<file path="src/rtl/efp_pkg.sv">
`timescale 1ns / 1ps
// ----------------------------------------------------------------------------
// Escape-time fractal pixel package
// Shared payload types, register indexes, field widths and fixed-point helpers.
// ----------------------------------------------------------------------------
package efp_pkg;

    localparam int PIX_W       = 12;
    localparam int COORD_W     = 32;
    localparam int STEP_W      = 31;
    localparam int RGBA_W      = 32;
    localparam int COUNT_OUT_W = 7;
    localparam int BGR_W       = 24;
    localparam int CFG_DATA_W  = 32;
    localparam int CFG_INDEX_W = 2;
    localparam int PROD_W      = 64;

    localparam int COLOR_SCALE = 65535 * 255;

    localparam logic signed [COORD_W-1:0] VIEW_LEFT_RST = -32'sd536870912;
    localparam logic signed [COORD_W-1:0] VIEW_TOP_RST  = -32'sd268435456;
    localparam logic [STEP_W-1:0]         STEP_X_RST    = 31'd1572864;
    localparam logic [STEP_W-1:0]         STEP_Y_RST    = 31'd1048576;

    typedef enum logic [CFG_INDEX_W-1:0] {
        CFG_VIEW_LEFT = 2'd0,
        CFG_VIEW_TOP  = 2'd1,
        CFG_STEP_X    = 2'd2,
        CFG_STEP_Y    = 2'd3
    } t_cfg_index;

    typedef struct packed {
        logic [PIX_W-1:0] pixel_column;
        logic [PIX_W-1:0] pixel_row;
    } t_pixel_in;

    typedef struct packed {
        logic [RGBA_W-1:0]      rgba;
        logic [COUNT_OUT_W-1:0] iteration_count;
        logic                   in_set;
    } t_pixel_out;

    typedef struct packed {
        logic signed [COORD_W-1:0] x;
        logic signed [COORD_W-1:0] y;
        logic signed [COORD_W-1:0] cx;
        logic signed [COORD_W-1:0] cy;
        logic                      escaped;
        logic [BGR_W-1:0]          bgr;
    } t_cell;

    function automatic logic signed [COORD_W-1:0] sat32(input logic signed [PROD_W-1:0] v);
        logic signed [PROD_W-1:0] hi;
        logic signed [PROD_W-1:0] lo;
        hi = (PROD_W'(1) <<< (COORD_W - 1)) - PROD_W'(1);
        lo = -(PROD_W'(1) <<< (COORD_W - 1));
        if (v > hi) begin
            return hi[COORD_W-1:0];
        end else if (v < lo) begin
            return lo[COORD_W-1:0];
        end
        return v[COORD_W-1:0];
    endfunction

endpackage

</file>
<file path="src/rtl/efp_map.sv">
`timescale 1ns / 1ps
// ----------------------------------------------------------------------------
// Pixel to point mapping
// Two-stage unit that turns a pixel index pair into the saturated point c.
// ----------------------------------------------------------------------------
module efp_map #(
    parameter int PIXEL_INDEX_BITS = 12
) (
    input  logic                                       i_clk,
    input  logic                                       i_rst_n,
    input  logic                                       i_en,
    input  logic                                       i_valid,
    input  efp_pkg::t_pixel_in                         i_pixel,
    input  logic signed [efp_pkg::COORD_W-1:0]         i_view_left,
    input  logic signed [efp_pkg::COORD_W-1:0]         i_view_top,
    input  logic [efp_pkg::STEP_W-1:0]                 i_step_x,
    input  logic [efp_pkg::STEP_W-1:0]                 i_step_y,
    output logic                                       o_valid,
    output efp_pkg::t_cell                             o_state
);
    import efp_pkg::*;

    localparam int USE_BITS = (PIXEL_INDEX_BITS < PIX_W) ? PIXEL_INDEX_BITS : PIX_W;
    localparam int OFS_W    = PIX_W + STEP_W;

    logic [PIX_W-1:0]         w_col;
    logic [PIX_W-1:0]         w_row;
    logic                     r_valid;
    logic [OFS_W-1:0]         r_ofs_x;
    logic [OFS_W-1:0]         r_ofs_y;
    logic signed [PROD_W-1:0] w_sum_x;
    logic signed [PROD_W-1:0] w_sum_y;
    t_cell                    n_state;
    t_cell                    r_state;

    assign w_col = PIX_W'(i_pixel.pixel_column[USE_BITS-1:0]);
    assign w_row = PIX_W'(i_pixel.pixel_row[USE_BITS-1:0]);

    always_ff @(posedge i_clk) begin
        if (!i_rst_n) begin
            r_valid <= 1'b0;
            o_valid <= 1'b0;
        end else if (i_en) begin
            r_valid <= i_valid;
            o_valid <= r_valid;
        end
    end

    always_ff @(posedge i_clk) begin
        if (i_en) begin
            r_ofs_x <= OFS_W'(w_col) * OFS_W'(i_step_x);
            r_ofs_y <= OFS_W'(w_row) * OFS_W'(i_step_y);
            r_state <= n_state;
        end
    end

    assign w_sum_x = PROD_W'(i_view_left) + PROD_W'(r_ofs_x);
    assign w_sum_y = PROD_W'(i_view_top) + PROD_W'(r_ofs_y);

    always_comb begin
        n_state         = '0;
        n_state.cx      = sat32(w_sum_x);
        n_state.cy      = sat32(w_sum_y);
    end

    assign o_state = r_state;

endmodule

</file>
<file path="config.mk">
export PLATFORM = sky130hd
export DESIGN_NAME = efp_map
export DESIGN_NICKNAME = d
export VERILOG_FILES = /design/src/rtl/efp_pkg.sv /design/src/rtl/efp_map.sv
export SDC_FILE = /design/constraint.sdc
export NUM_CORES = 2
export LEC_CHECK = 0
export ABC_CLOCK_PERIOD_IN_PS = 11600
export BUFFER_PORTS_ARGS = -buffer_cell sky130_fd_sc_hd__clkbuf_2
export CORE_UTILIZATION = 32
export DETAILED_ROUTE_END_ITERATION = 16
export PLACE_DENSITY = 0.5
export SYNTH_ARGS = -nofsm -noshare
export SYNTH_HDL_FRONTEND = slang
export SYNTH_SLANG_ARGS = --single-unit
</file>
<file path="constraint.sdc">
create_clock -name i_clk -period 11.6 [get_ports i_clk]
set_clock_uncertainty 0.05 [all_clocks]
set_input_delay 0.58 -clock i_clk [delete_from_list [all_inputs] [get_ports i_clk]]
set_output_delay 0.58 -clock i_clk [all_outputs]
set_load 0.1 [all_outputs]
</file>
# == Word level (Yosys, flattened, before mapping) ==
# Index checks and enable logic that the tools add are counted.
# op_classes
magnitude_cmp,4
multipliers,2
n_addsub,2
muxes,10
# op_table
op,n
$mux 32,6
$add 32x44->45,2
$gt 45x32->1 const B,2
$lt 45x32->1 const B,2
$mul 12x31->43,2
$mux 1,4
# word_totals
reg_bits,152
out_inout_bits,154

# == Logic depth before layout (Yosys ltp) ==
# logic_depth
depth_word,5
ltp_mapped,25
ltp_nobuf,24

# == Least setup slack after synthesis ==
# Ideal clock, no wire load.
# synth_timing
path_kind,input -> register
startpoint,input port i_step_y[7] in the netlist's numbering
endpoint,register r_ofs_y[41] (data pin)
slack_ps,5176
t_required_ps,11287
path_buffers,1
setup_time_ps,263
cell_stages,23
arrival_time_ps,6112
path_cell_list,clkbuf_1 -> nand2_1 -> fa_1 -> fa_1 -> fa_1 -> inv_1 -> fa_1 -> inv_1 -> fa_1 -> inv_1 -> ha_1 -> a21o_1 -> a21oi_1 -> o21bai_1 -> a21oi_1 -> nor2b_1 -> o31ai_1 -> nor2b_1 -> or3_1 -> a21bo_2 -> a41o_1 -> a311oi_1 -> xnor2_1
# synth_via
elab_chain_cells,1
# synth_rtl
item,line,source
start: declaration,efp_map.sv:17,"input logic [efp_pkg::STEP_W-1:0] i_step_y,"
$mul 12x31->43,efp_map.sv:52,r_ofs_y <= OFS_W'(w_row) * OFS_W'(i_step_y);
end signal: assignment,efp_map.sv:52,
end: declaration,efp_map.sv:30,logic [OFS_W-1:0] r_ofs_y;
# No other way between the ends.
# A chain may end at the register's enable or synchronous reset.

# == Final worst setup path ==
# layout_timing
startpoint,input port i_pixel[18] in the netlist's numbering
endpoint,register r_ofs_x[37] (data pin)
# layout_via
elab_chain_cells,1
# layout_rtl
item,line,source
start: declaration,efp_map.sv:13,"input efp_pkg::t_pixel_in i_pixel,"
$mul 12x31->43,efp_map.sv:51,r_ofs_x <= OFS_W'(w_col) * OFS_W'(i_step_x);
end signal: assignment,efp_map.sv:51,
end: declaration,efp_map.sv:29,logic [OFS_W-1:0] r_ofs_x;
# No other way between the ends.

==> results.json <==
{
  "synth_top_family_by_area": "adder cells",
  "fin_nets": 4749,
  "period_share": 0.598,
  "track_usage": 0.174,
  "io-pin-count": 308,
  "core-area_sq_um": 102000,
  "crit_path_frequent_cell": "fa_1",
  "syn_inst": 3682,
  "hold_viol_final": 0,
  "critPathMaxStageDelay_ns": 0.55,
  "dieArea_sq_um": 105000,
  "r2r-end": "o_state[63]",
  "rows": 117,
  "async_flop_share": 0,
  "cts_buffer_depth": 2,
  "timing.critical_path.buf_inv": 3,
  "synth.avg_cell_area_sq_um": 8.98,
  "start_util": 0.324,
  "timing.rr.start": "r_ofs_x[1]",
  "htreeDepth": 4,
  "ant_nets": 0,
  "setup_ws_ns": 4.67,
  "crit_slowest_cell": "fa_1",
  "hp-start": "i_rst_n",
  "hpwl_um": 72200,
  "setup_tns_ns": 0,
  "grt_pass1_vias": 25500,
  "yosys.area_share.simple": 0.148,
  "area_growth_pct": 7.54,
  "cts_sinks": 152,
  "cp_max_fo": 31,
  "synthXorXnorAreaFrac": 0.0405,
  "cts_made_buffers": 17,
  "critPathLaunchType": "input pin",
  "antenna_found_initial": 9,
  "synth_top_area_cell": "fa_1",
  "ys_ff_latch": 152,
  "path_cells": "clkbuf_2, and2_1, fa_1, inv_1, fa_1, inv_1, fa_1, fa_1, fa_1, ha_1, nand4_1, nor3_1, nand2b_1, o2111ai_1, a21boi_0, nor3_1, o311ai_0, nand2_1, o21ai_0, a311oi_1, xnor2_1",
  "firstDrtPassIters": 5,
  "worstPathRequired_ns": 11.76,
  "cts.clk_slew.worst_paths_ns": 0.07,
  "die_y_um": 323,
  "cts_tree": "built",
  "ys_types": 81,
  "yosys.area_share.adder": 0.447,
  "critPathKind": "input pin to flop",
  "routed_via_density": 4.76,
  "path_delay_family": "adder cells",
  "maxCapViolations": 0,
  "cp_num_cells": 21,
  "final_max_slew_viol_count": 0,
  "synth_compound_area_frac": 0.107,
  "min_path_type": "input pin to flop",
  "final_cell_mix": "inv_1, nand2_1, fa_1",
  "ctsResizeCount": 0,
  "synthMuxAreaShare": 0.000606,
  "preCtsSetupSlack_ns": 4.15,
  "end_kind": "flop",
  "cts-root-buf": "clkbuf_16",
  "cts_hold_buf": 0,
  "fmax_mhz": 144,
  "min_period_ns": 6.93,
  "r2r_cells": 13,
  "place.gp.congestion": 0.860,
  "arrival_ns": 7.09,
  "synthTopCellsByArea": "fa_1, edfxtp_1, ha_1, inv_1, nand2_1",
  "whs_path_depth": 2,
  "outcome": "completed",
  "syn_area_sq_um": 33100,
  "max_slew_margin": 0.277,
  "dieWidth_um": 323,
  "grt_pass1_wl_um": 142000,
  "num_vias": 24500,
  "io_buffers": 218,
  "synth_top_area_frac": 0.352,
  "clock_latency_ns": 0.48,
  "rrSetupSlack_ns": 6.36,
  "grt_setup_unrepaired": "false",
  "yosys_warnings": 0,
  "synth-edff-count": 150,
  "seq_area_frac_synth": 0.137,
  "drt_wl_total_um": 88600,
  "worstMarginPinSlew_ns": 1.09,
  "synthFlopType": "edfxtp_1",
  "grt-ovfl-total": 0,
  "postCtsSetupBuffers": 0,
  "final_common_cell": "inv_1",
  "drc": 0,
  "setup_viol": 0,
  "drive_above_1_share": 0.0757,
  "drtIter0Drc": 1219,
  "grt_max_degree": 83,
  "worstHoldEndpoint": "o_valid",
  "routedWlPerCell_um": 17.2
}
[through the flow]
| step | hold WS (ns) | util | instance area [sq um] | std cells |
|---|---|---|---|---|
| 6_report | 0.299 | 0.348 | 35600 | 5147 |
| 5_1_grt | 0.296 | 0.348 | 35500 | 5145 |
| 2_1_floorplan | 0.432 | - | 33400 | 3770 |
| 3_3_place_gp | 0.450 | 0.343 | 35000 | 5112 |
| 4_1_cts | 0.274 | 0.348 | 35500 | 5144 |
| 3_5_place_dp | 0.460 | 0.343 | 35000 | 5112 |
[worst max-delay path by stage]
stage | endpoint | slack, ns | from
2_1_floorplan | r_ofs_y[41] | 5.18 | i_step_y[7]
3_3_place_gp | r_ofs_x[41] | 4.11 | i_pixel[15]
6_report | r_ofs_x[37] | 4.67 | i_pixel[18]
3_5_place_dp | r_ofs_x[37] | 4.15 | i_pixel[15]
5_1_grt | r_ofs_x[37] | 4.23 | i_pixel[15]
4_1_cts | r_ofs_x[37] | 4.63 | i_pixel[15]
[cell type report]
cell class	count	area, sq um
clock inverters	14	130
clock buffers	18	429
multi-input cells	2660	24900
well taps	1368	1710
inverters	704	2640
repair buffers	228	1170
fillers	10700	66500
diodes	3	7.51
flip-flops and latches	152	4540
[flip-flops by register name (all words and copies together), names as in the netlist]
name     flops
o_valid      1
r_valid      1
o_state     64
r_ofs_y     43
r_ofs_x     43
[routing by layer]
metal | GRT usage | vias up | routed length, um
met2 | 0.277 | 540 | 39800
met5 | 0 | - | 73
met3 | 0.0275 | 90 | 4270
met1 | 0.243 | 12400 | 42200
met4 | 0.0495 | 12 | 2210
li1 | - | 11500 | -
[cell families after synthesis]
family / Yosys count
adder cells (fa/ha/maj): 832
XOR/XNOR: 153
AND/OR/NAND/NOR: 1051
flip-flops: 152
AO/OA/AOI/OAI: 533
multiplexers: 2
buffers and inverters: 958
other: 1
[worst register-to-register path, cell delays in order (launching register included)]
cell	delay [ns]
edfxtp_1	0.43
ha_1	0.31
a211oi_1	0.31
o211ai_2	0.15
a41oi_1	0.47
nor2_1	0.20
a31oi_2	0.46
o31ai_2	0.17
a221oi_1	0.48
xor2_1	0.25
nand4b_1	0.12
nor4bb_1	0.34
a41o_1	0.95
o21ai_1	0.23
[synth_stat cells (all sizes together) (19+ instances only)]
cell type and instances:
inv 704, nand2 606, fa 582, ha 250
and2 225, clkbuf 154, edfxtp 150, a21oi 149
a21o 119, buf 100, o21ai 100, xnor2 97
nor2 60, xor2 56, nand3 34, o21bai 24
nand2b 20, nor2b 19
Power is left out: the tool's default activity adds up to more than one toggle a clock period on the data nets, which glitch-free logic cannot reach.
